$ cat src/hdl/gbp_pkg.sv
// Package for the Gaussian box projector: beat structs, store sizing and FSM codes.
// No dependencies; used by every file in hdl/.
package gbp_pkg;

    localparam int NUM_CAMERAS = 3;
    localparam int STORE_DEPTH = NUM_CAMERAS * 12;
    localparam int ADDR_W      = $clog2(STORE_DEPTH);
    localparam int CAM_W       = (NUM_CAMERAS > 1) ? $clog2(NUM_CAMERAS) : 1;
    localparam int ACC_W       = 52;

    localparam logic [47:0] VAR_MAX = 48'hFFFF_FFFF_FFFF;

    localparam logic CMD_LOAD    = 1'b0;
    localparam logic CMD_PROJECT = 1'b1;

    typedef struct packed {
        logic               cmd;
        logic [5:0]         coef_index;
        logic signed [31:0] coef_value;
        logic signed [31:0] mean_x;
        logic signed [31:0] mean_y;
        logic signed [31:0] mean_z;
        logic [31:0]        var_x;
        logic [31:0]        var_y;
        logic [31:0]        var_z;
    } item_t;

    typedef struct packed {
        logic [1:0]         camera;
        logic signed [31:0] box_x;
        logic signed [31:0] box_y;
        logic [31:0]        box_width;
        logic [31:0]        box_height;
        logic               bad_divisor;
        logic               last;
    } result_t;

    // divider status back to the sequencer
    typedef struct packed {
        logic        done;
        logic [31:0] quo;
        logic        sat;
    } div_res_t;

    typedef enum logic [13:0] {
        ST_IDLE  = 14'b00000000000001,
        ST_RD    = 14'b00000000000010,
        ST_MUL   = 14'b00000000000100,
        ST_ACC   = 14'b00000000001000,
        ST_DIV   = 14'b00000000010000,
        ST_BRD   = 14'b00000000100000,
        ST_BSQ   = 14'b00000001000000,
        ST_BLO   = 14'b00000010000000,
        ST_BHI   = 14'b00000100000000,
        ST_BACC  = 14'b00001000000000,
        ST_SQRT  = 14'b00010000000000,
        ST_SCALE = 14'b00100000000000,
        ST_SAT   = 14'b01000000000000,
        ST_OUT   = 14'b10000000000000
    } state_t;

endpackage

$ cat src/hdl/gbp_div.sv
// Iterative signed Q16.16 divider, one quotient bit per cycle, saturating.
// Depends on gbp_pkg.
module gbp_div (
    input  logic                             clk,
    input  logic                             rst_n,
    input  logic                             start,
    input  logic signed [gbp_pkg::ACC_W-1:0] num,
    input  logic signed [gbp_pkg::ACC_W-1:0] den,
    output gbp_pkg::div_res_t                res
);

    localparam int W = gbp_pkg::ACC_W;

    logic         busy_reg, busy_next;
    logic         done_reg, done_next;
    logic [5:0]   cnt_reg, cnt_next;
    logic [W-1:0] rem_reg, rem_next;
    logic [W-1:0] dmag_reg, dmag_next;
    logic [32:0]  sh_reg, sh_next;
    logic [32:0]  quo_reg, quo_next;
    logic         neg_reg, neg_next;

    logic [W-1:0] nmag, dmag_in;
    logic [W:0]   rem2;
    logic         ge;

    always_comb
    begin
        nmag    = num[W-1] ? W'(-num) : W'(num);
        dmag_in = den[W-1] ? W'(-den) : W'(den);
        rem2    = {rem_reg, sh_reg[32]};
        ge      = rem2 >= {1'b0, dmag_reg};

        busy_next = busy_reg;
        done_next = 1'b0;
        cnt_next  = cnt_reg;
        rem_next  = rem_reg;
        dmag_next = dmag_reg;
        sh_next   = sh_reg;
        quo_next  = quo_reg;
        neg_next  = neg_reg;

        if (start)
        begin
            neg_next  = num[W-1] ^ den[W-1];
            dmag_next = dmag_in;
            // quotient of 2^33 or more: saturates regardless of low bits
            if ({17'b0, nmag} >= {dmag_in, 17'b0})
            begin
                quo_next  = 33'h1_FFFF_FFFF;
                done_next = 1'b1;
            end
            else
            begin
                rem_next  = W'(nmag >> 17);
                sh_next   = {nmag[16:0], 16'b0};
                quo_next  = '0;
                cnt_next  = 6'd33;
                busy_next = 1'b1;
            end
        end
        else if (busy_reg)
        begin
            rem_next = ge ? W'(rem2 - {1'b0, dmag_reg}) : W'(rem2);
            quo_next = {quo_reg[31:0], ge};
            sh_next  = {sh_reg[31:0], 1'b0};
            cnt_next = cnt_reg - 6'd1;
            if (cnt_reg == 6'd1)
            begin
                busy_next = 1'b0;
                done_next = 1'b1;
            end
        end
    end

    always_ff @(posedge clk or negedge rst_n)
    begin
        if (!rst_n)
        begin
            busy_reg <= 1'b0;
            done_reg <= 1'b0;
            cnt_reg  <= '0;
        end
        else
        begin
            busy_reg <= busy_next;
            done_reg <= done_next;
            cnt_reg  <= cnt_next;
        end
    end

    always_ff @(posedge clk)
    begin
        rem_reg  <= rem_next;
        dmag_reg <= dmag_next;
        sh_reg   <= sh_next;
        quo_reg  <= quo_next;
        neg_reg  <= neg_next;
    end

    always_comb
    begin
        res.done = done_reg;
        if (neg_reg)
        begin
            res.sat = quo_reg > 33'h0_8000_0000;
            res.quo = res.sat ? 32'h8000_0000 : 32'(-quo_reg[31:0]);
        end
        else
        begin
            res.sat = quo_reg > 33'h0_7FFF_FFFF;
            res.quo = res.sat ? 32'h7FFF_FFFF : quo_reg[31:0];
        end
    end

endmodule

$ cat config.mk
export PLATFORM = sky130hd
export DESIGN_NAME = gbp_div
export DESIGN_NICKNAME = d
export VERILOG_FILES = /design/src/hdl/gbp_pkg.sv /design/src/hdl/gbp_div.sv
export SDC_FILE = /design/constraint.sdc
export NUM_CORES = 1
export LEC_CHECK = 0
export BUFFER_PORTS_ARGS = -buffer_cell sky130_fd_sc_hd__buf_4
export CAP_MARGIN = 20
export CORE_AREA = 2 2 194 196
export CTS_CLUSTER_DIAMETER = 80
export CTS_CLUSTER_SIZE = 28
export DETAILED_ROUTE_END_ITERATION = 8
export DIE_AREA = 0 0 196 198
export GPL_TIMING_DRIVEN = 0
export PLACE_DENSITY = 0.69
export SETUP_SLACK_MARGIN = 0.3
export SLEW_MARGIN = 20
export SYNTH_ARGS = -nofsm -noshare
export SYNTH_HDL_FRONTEND = slang
export SYNTH_SLANG_ARGS = --single-unit
$ cat constraint.sdc
create_clock -name clk -period 5.1 [get_ports clk]
set_input_delay 1.02 -clock clk [delete_from_list [all_inputs] [get_ports clk]]
set_output_delay 1.02 -clock clk [all_outputs]
set_load 0.01 [all_outputs]
* Word-level counts from Yosys, hierarchy flattened
Index checks and enable logic that the tools add are counted.
** Word-level totals
- Output and inout port bits :: 34
- Logic and storage cells :: 48
- Register bits after elaboration :: 179
** Operators by class
- Add/subtract/negate cells :: 5
- Bitwise logic cells :: 1
- Equal/unequal tests :: 2
- Reductions and logical operators :: 2
- Multiplexer cells :: 26
- Magnitude comparators :: 4
** Operators with widths (count)
- $mux W52 :: 6
- $mux W33 :: 7
- $neg A52 Y52 :: 2
- $ge A52 B69 Y1 :: 1
- $mux W32 :: 2
- $ge A53 B52 Y1 :: 1
- $sub A52 B52 Y52 :: 1
- $gt A33 B31 Y1 const B :: 1
- $gt A33 B32 Y1 const B :: 1
- $neg A32 Y32 :: 1
- $mux W6 :: 3
- $mux W1 :: 8
- $eq A6 B1 Y1 const B :: 1
- $sub A6 B1 Y6 const B :: 1
- $ne A2 B2 Y1 const B :: 1
- $reduce_and A2 Y1 :: 1
- $reduce_bool A2 Y1 :: 1
- $xor A1 B1 Y1 :: 1

* Depth between registers and ports, before layout
Gate-level depths: netlist (run 1).
- Depth after elaboration :: 5
- Gate-level depth with buffers :: 18
- Depth with buffers taken out :: 17

* Worst setup path before layout (run 1)
No wires, ideal clock.
- Path type :: input to register
- From :: input port num[13] (netlist name)
- To :: register rem_reg[0] (enable)
- Data arrival time :: 6.750 ns
- Setup slack :: -2.085 ns
- Stages :: 17
- Buffers on the path :: 1
- Path through :: clkbuf_1 or3_1 or4_1 or4_1 nor2_1 nand2_1 o41ai_1 xnor2_1 ha_1 a21o_1 a21o_1 a2111oi_0 o41ai_1 a211oi_1 a31oi_1 o2111ai_4 and2_1
** Between the ends
- Cells in the longest elaborated chain, start to end :: 5
** Ends and longest elaborated chain
- start: declaration :: RTL line gbp_div.sv:7 : input logic signed [gbp_pkg::ACC_W-1:0] num,
- $neg A52 Y52 :: RTL line gbp_div.sv:29 : nmag = num[W-1] ? W'(-num) : W'(num);
- $mux W52 (*) :: RTL line gbp_div.sv:29
- $ge A52 B69 Y1 (*) :: RTL line gbp_div.sv:48 : if ({17'b0, nmag} >= {dmag_in, 17'b0})
- $ne A2 B2 Y1 (no line) (*)
- $reduce_and A2 Y1 (no line) (*)
- end signal: assignment :: RTL line gbp_div.sv:94 : rem_reg <= rem_next;
- end: declaration :: RTL line gbp_div.sv:17 : logic [W-1:0] rem_reg, rem_next;
Mark *: on every way between the ends. The rest lies on a longest branch, timed or not.
A chain may end at the register's enable or synchronous reset.

* Worst setup path after layout (run 1)
- From :: input port num[15] (netlist name)
- To :: register rem_reg[44] (enable)
Same word-level chain as after synthesis.

==> results of run 1 <==
-- cells in the final DEF (no fill, tap or decap), drive strengths merged, types with 9 or more instances in the layout --
master / count
edfxtp: 155
o311ai: 22
o21a: 10
o21ai: 129
or2: 13
nor3: 32
nor2b: 12
nor4: 18
o41ai: 18
xor2: 58
mux2i: 9
a21o: 34
nor2: 105
buf: 203
ha: 94
xnor2: 84
o211ai: 14
a31oi: 39
a211oi: 14
nand2: 175
a21oi: 104
o21bai: 12
clkbuf: 72
and2: 21
or3: 31
nand4: 41
o31a: 9
inv: 170
nand2b: 12
nand3: 38
or4: 28
and3: 15
o31ai: 30
-- synthesized netlist by cell type, drive strengths merged, types with 4 or more instances --
cell / n
nor4b: 7
a21oi: 104
o31ai: 30
inv: 170
o21a: 10
or4: 28
and2: 10
o211ai: 14
o21ai: 129
ha: 94
nand2: 175
o311ai: 22
nor2b: 12
and3: 15
edfxtp: 155
o21bai: 12
clkbuf: 56
nand2b: 12
o31a: 9
a22o: 4
nand4: 41
a31oi: 39
a2111oi: 6
buf: 24
or3: 31
nor2: 105
a211oi: 14
a21o: 34
nor3: 32
nand3: 38
xnor2: 84
nor4: 18
dfrtp: 8
xor2: 58
mux2i: 9
nand4b: 5
or2: 13
nand3b: 8
o41ai: 18
-- kinds of logic (layout without fill, tap and decap cells) --
group	count (synthesis)	after routing	share of synthesized area [%]
AO/OA/AOI/OAI	482	482	22.2
XOR/XNOR	142	142	8.55
adder cells (fa/ha/maj)	95	95	8.22
buffers and inverters	251	458	6.79
flip-flops	163	163	33.4
multiplexers	12	12	0.851
other	0	2	0
AND/OR/NAND/NOR	564	575	20.1
-- metrics by stage --
step	util [%]	setup WS [ns]	area [µm²]	total power, mW
2_1_floorplan	-	-0.847	14600	3.67
3_3_place_gp	44.0	-2.32	16300	4.58
3_5_place_dp	44.0	-2.37	16300	4.63
4_1_cts	47.1	-0.893	17400	6.21
5_1_grt	49.0	-0.866	18100	7.09
6_report	49.0	-0.779	18100	6.72
-- metal layers --
| layer | GRT usage [%] | up-vias | part of all wire [%] |
|---|---|---|---|
| li1 | - | 6727 | - |
| met1 | 35.6 | 7023 | 43 |
| met2 | 43.0 | 659 | 46 |
| met3 | 3.39 | 103 | 7.3 |
| met4 | 11.4 | 0 | 4.2 |
| met5 | 0 | - | 0 |
-- how the worst max path moves through the flow --
stage / startpoint / to / slack (ns) / depth (start not counted)
floorplan: num[13] / rem_reg[0] / -0.85 / 16
global placement: num[27] / rem_reg[27] / -2.32 / 16
detailed placement: num[27] / rem_reg[27] / -2.37 / 16
CTS: num[15] / rem_reg[20] / -0.89 / 17
global route: num[15] / rem_reg[33] / -0.87 / 18
finish: num[15] / rem_reg[44] / -0.78 / 17
-- report_power, final --
group	internal [mW]	switching (mW)	leakage, nW
combinational	1.58	2.01	5.36
clock	0.735	0.580	0.272
sequential	1.68	0.139	1.76
total	4.00	2.72	7.40
-- area by class of cell --
class                   instances  area (µm²)
fillers                      3466       18800
multi-input cells            1306        9580
flip-flops and latches        163        4850
repair buffers                175        1410
inverters                     171         642
well taps                     474         593
clock buffers                  20         447
plain buffers                  80         447
clock inverters                12         135
diodes                          2        5.00
-- timing repair --
item	CTS	global route
gates resized for setup	95	159
endpoints found under the setup margin	173	176
setup buffers	23	13
gates cloned	10	4
pin swaps	21	54
-- worst max-delay path: stages --
cell	delay, ns
buf_8	0.09
or3_4	0.37
or4_4	0.43
or4_4	0.59
or2_4	0.32
o31ai_4	0.22
xnor2_2	0.12
ha_1	0.29
nand4_1	0.23
nor4_2	0.37
nand4_1	0.13
or4b_1	0.49
or4_4	0.50
a31oi_4	0.27
o2111ai_4	0.18
buf_6	0.25
and2_4	0.20
==> results_dict.tcl, run 1 <==
set metrics [dict create \
    drt_pass1_iterations 7 \
    htree_levels 4 \
    wl_mm 53.1 \
    p_leak_nw 7.40 \
    place_congestion 0.968 \
    path_clk_slew_ns 0.07 \
    hold_viol 0 \
    synth_edf_count 155 \
    clock.fmax_ghz 0.170 \
    seq_area_frac_synth_pct 33.4 \
    die_h_um 198 \
    worstMarginPinSlew_ns 1.08 \
    post_route_cells_drive_above_1_share_pct 20.7 \
    crit_type "input port to register" \
    routedWlPerCell_um 22.1 \
    worstPathRequired_ns 5.30 \
    r2r-start "rem_reg[29]" \
    worstSetupEndpointType "register" \
    min_period_ns 5.88 \
    hold_class "input port to asynchronous set/reset pin" \
    synth_area_leaders "edfxtp_1, ha_1, xnor2_1, nand2_1, inv_1" \
    cts_buffers 17 \
    grt_max_degree 57 \
    power_density_nw_per_um2 371 \
    rr_worst_depth 14 \
    pin_count 141 \
    core_area_um2 37000 \
    dp_hpwl_mm 39.3 \
    drc 0 \
    synth_seq_cells 163 \
    syn_area_per_cell_um2 8.51 \
    ctsRootBufferMaster "clkbuf_16" \
    startpoint_type "input port" \
    ys_types 85 \
    timing.reg2reg.setup_slack_ns 0.60 \
    grt_pass1_wl_mm 78.5 \
    cp_max_fo 9 \
    initial_utilization_pct 39.4 \
    cap_violations 0 \
    rsz0062_at_grt "yes" \
    drt-initial-drc-count 1416 \
    slew_violations 0 \
    holdBufCountCts 0 \
    ant_nets 0 \
    synth_top_cell_area_share_pct 32.0 \
    drt-vias-per-instance 6.04 \
    finalSetupViolCount 110 \
    tns_ns -78.61 \
    synth_ff_type "edfxtp_1" \
    syn_area_um2 14500 \
    crit_arrival_ns 6.08 \
    instances_no_fill 2403 \
    slew_headroom_pct 28.1 \
    period_share_pct 115 \
    die_area_um2 38800 \
    synthArstFlopShare_pct 4.91 \
    numPortBuffers 136 \
    ir_worst_vdd_v 0.000240 \
    overflow 0 \
    status "finished with violations" \
    antenna_found_initial 2 \
    grt_pass1_vias 13700 \
    reg2reg_to "rem_reg[32]" \
    vias 14500 \
    yosys.area.top_type "edfxtp_1" \
    cts_sinks 163 \
    placed_cells 2319 \
    num-nets-final 2116 \
    area_growth_pct 24.5 \
    clock_path_buffers 2 \
    clk_latency_ns 0.45 \
    rows 71 \
    skew_ns 0.0128 \
    synth_cells 1709 \
    timing.hold.ws_ns 0.386 \
    failed_checks "negative setup slack" \
    die-width_um 196 \
    synth.net_count 1911 \
    finalWorstSetupSlack_ns -0.779 \
    track_usage_pct 26.5 \
    ys_warn_count 0 \
    tritoncts "done" \
]
Note: power is estimated with default switching activity, not from simulation.
==> run 2: changes to the inputs <==
--- a/config.mk
+++ b/config.mk
@@ -5,8 +5,9 @@
 export SDC_FILE = /design/constraint.sdc
 export NUM_CORES = 1
 export LEC_CHECK = 0
+export ABC_CLOCK_PERIOD_IN_PS = 5100
 export BUFFER_PORTS_ARGS = -buffer_cell sky130_fd_sc_hd__buf_4
-export CAP_MARGIN = 20
+export CAP_MARGIN = 5
 export CORE_AREA = 2 2 194 196
 export CTS_CLUSTER_DIAMETER = 80
 export CTS_CLUSTER_SIZE = 28
@@ -14,6 +15,7 @@
 export DIE_AREA = 0 0 196 198
 export GPL_TIMING_DRIVEN = 0
 export PLACE_DENSITY = 0.69
+export REMOVE_ABC_BUFFERS = 1
 export SETUP_SLACK_MARGIN = 0.3
 export SLEW_MARGIN = 20
 export SYNTH_ARGS = -nofsm -noshare
==> run 2 against run 1 <==
The run still ends with negative setup slack left. Clock skew increased by 0.0026 ns. Utilization decreased by 0.051 points. Clock power down 9%. Power hardly changed. Sequential power about the same. Maximum frequency shrank 3.9%. Worst hold slack worse by 0.0017 ns. Sequential share of layout area hardly changed. Via count is 2.5% lower. Die area did not move. Final cell count decreased by 2.0%. Clock-buffer cell count decreased by 2. Critical endpoint is now rem_reg[1]. Largest power group unchanged.
==> results_dict.tcl, run 2 (same netlist as run 1, synthesis figures left out) <==
set metrics [dict create \
    startpoint_type "input port" \
    layout_commonest_cell "nand2_1" \
    drt_pass1_iterations 6 \
    failed_checks "negative setup slack" \
    grt_pass1_vias 13200 \
    antenna_found_initial 0 \
    routedWlPerCell_um 19.7 \
    die_h_um 198 \
    clock_path_buffers 2 \
    cp_max_fo 6 \
    dp_hpwl_mm 31.1 \
    cts_sinks 163 \
    initial_utilization_pct 39.4 \
    drt-initial-drc-count 1205 \
    clk_latency_ns 0.45 \
    placed_cells 2248 \
    htree_levels 4 \
    ctsRootBufferMaster "clkbuf_16" \
    die_area_um2 38800 \
    period_share_pct 120 \
    area_growth_pct 24.4 \
    worstSetupEndpointType "register" \
    num-nets-final 2071 \
    mostFrequentLayoutCells "nand2_1, inv_1, buf_4" \
    crit_arrival_ns 6.32 \
    grt_pass1_wl_mm 69.5 \
    grt_max_degree 87 \
    numPortBuffers 140 \
    worstPathRequired_ns 5.31 \
    power_density_nw_per_um2 371 \
    rows 71 \
    hold_class "input port to asynchronous set/reset pin" \
    overflow 0 \
    core_area_um2 37000 \
    clock.fmax_ghz 0.163 \
    slew_violations 0 \
    pin_count 141 \
    timing.reg2reg.setup_slack_ns 0.75 \
    finalSetupViolCount 110 \
    post_route_cells_drive_above_1_share_pct 20.3 \
    skew_ns 0.0154 \
    hold_viol 0 \
    tritoncts "done" \
    cap_violations 0 \
    place_ws_ns -2.99 \
    instances_no_fill 2356 \
    crit_type "input port to register" \
    finalWorstSetupSlack_ns -1.02 \
    path_cells "buf_4, or4_1, or3_4, or4_4, o31ai_1, xnor2_1, ha_1, nand4_1, nor2_2, and2_1, nand4_1, or4b_1, or4_4, a31oi_4, buf_6, o2111ai_4, and2_4, buf_12, clkbuf_16" \
    drt-vias-per-instance 6.00 \
    cpPeakStageDelay_ns 0.63 \
    p_leak_nw 7.46 \
    track_usage_pct 22.4 \
    place_congestion 0.905 \
    num_antenna_cells 0 \
    slew_headroom_pct 23.9 \
    ir_worst_vdd_v 0.000268 \
    vias 14100 \
    min_period_ns 6.12 \
    cts_buffers 17 \
    rsz0062_at_grt "yes" \
    drc 0 \
    ant_nets 0 \
    cpMaxStageDelayCell "or4_4" \
    status "finished with violations" \
    wl_mm 46.4 \
    die-width_um 196 \
    path_clk_slew_ns 0.07 \
    worstMarginPinSlew_ns 1.13 \
]
[run 2: cell count changes in the layout (fill, tap and decap cells not counted), moves of 5 or more]
cell,change
buf_6,+10
o21ai_2,-16
buf_1,-12
buf_2,-6
buf_4,+10
and2_4,-10
clkinv_1,+5
o21ai_0,+18
buf_16,+7
clkbuf_1,-47
[run 2: through the flow]
step	hold WS (ns)	power [mW]	setup TNS, ns	cell area (µm²)	util, %
after CTS	0.375	6.06	-93.78	17300	46.9
after global routing	0.382	7.08	-106.76	18100	49.0
final	0.384	6.71	-101.27	18100	49.0
after detailed placement	0.514	4.51	-310.74	16000	43.3
after floorplan	0.478	3.63	-190.66	14200	-
after global placement	0.509	4.45	-481.58	15800	42.9
[run 2: final timing paths]
path | start | end | cells past startpoint
max | num[21] | rem_reg[1] | 19
max in group asynchronous | rst_n | busy_reg | 1
min in group clk | cnt_reg[1] | cnt_reg[1] | 2
min reg2reg | cnt_reg[1] | cnt_reg[1] | 2
max reg2reg | rem_reg[9] | rem_reg[22] | 10
min | rst_n | cnt_reg[3] | 1
[run 2: layer usage]
metal | routed length [µm] | global-route usage, % | up-vias
met5 | 0 | 0 | -
met4 | 1850 | 9.88 | 0
met3 | 2900 | 3.76 | 124
met2 | 22400 | 38.2 | 606
met1 | 19200 | 28.0 | 6777
li1 | - | - | 6638
[run 2: final cells by class]
cell class                      instances  area (µm²)
Sequential cell                       163        4850
Clock buffer                           18         429
Tap cell                              474         593
Multi-Input combinational cell       1301        9480
Inverter                              171         644
Timing Repair Buffer                  215        2000
Fill cell                            3410       18900
Clock inverter                         14        88.8
[run 2: critical path, delay by kind of cell]
family,cells,cell delay (ns)
compound gates,3,0.71
xor+xnor,1,0.15
fa+ha+maj,1,0.32
buf+inv,4,0.59
simple gates,10,3.51
[run 2: timing repair]
action                     in CTS  in global routing
cloned                         10                  5
pin swaps                      14                 26
gates resized for setup        63                143
hold buffers                    0                  0
setup endpoints to repair     143                134
buffers inserted               48                 13
[run 2: where the power goes]
group	switching (mW)	internal, mW
Combinational	1.95	1.75
Clock	0.568	0.617
Sequential	0.145	1.68
Total	2.66	4.06
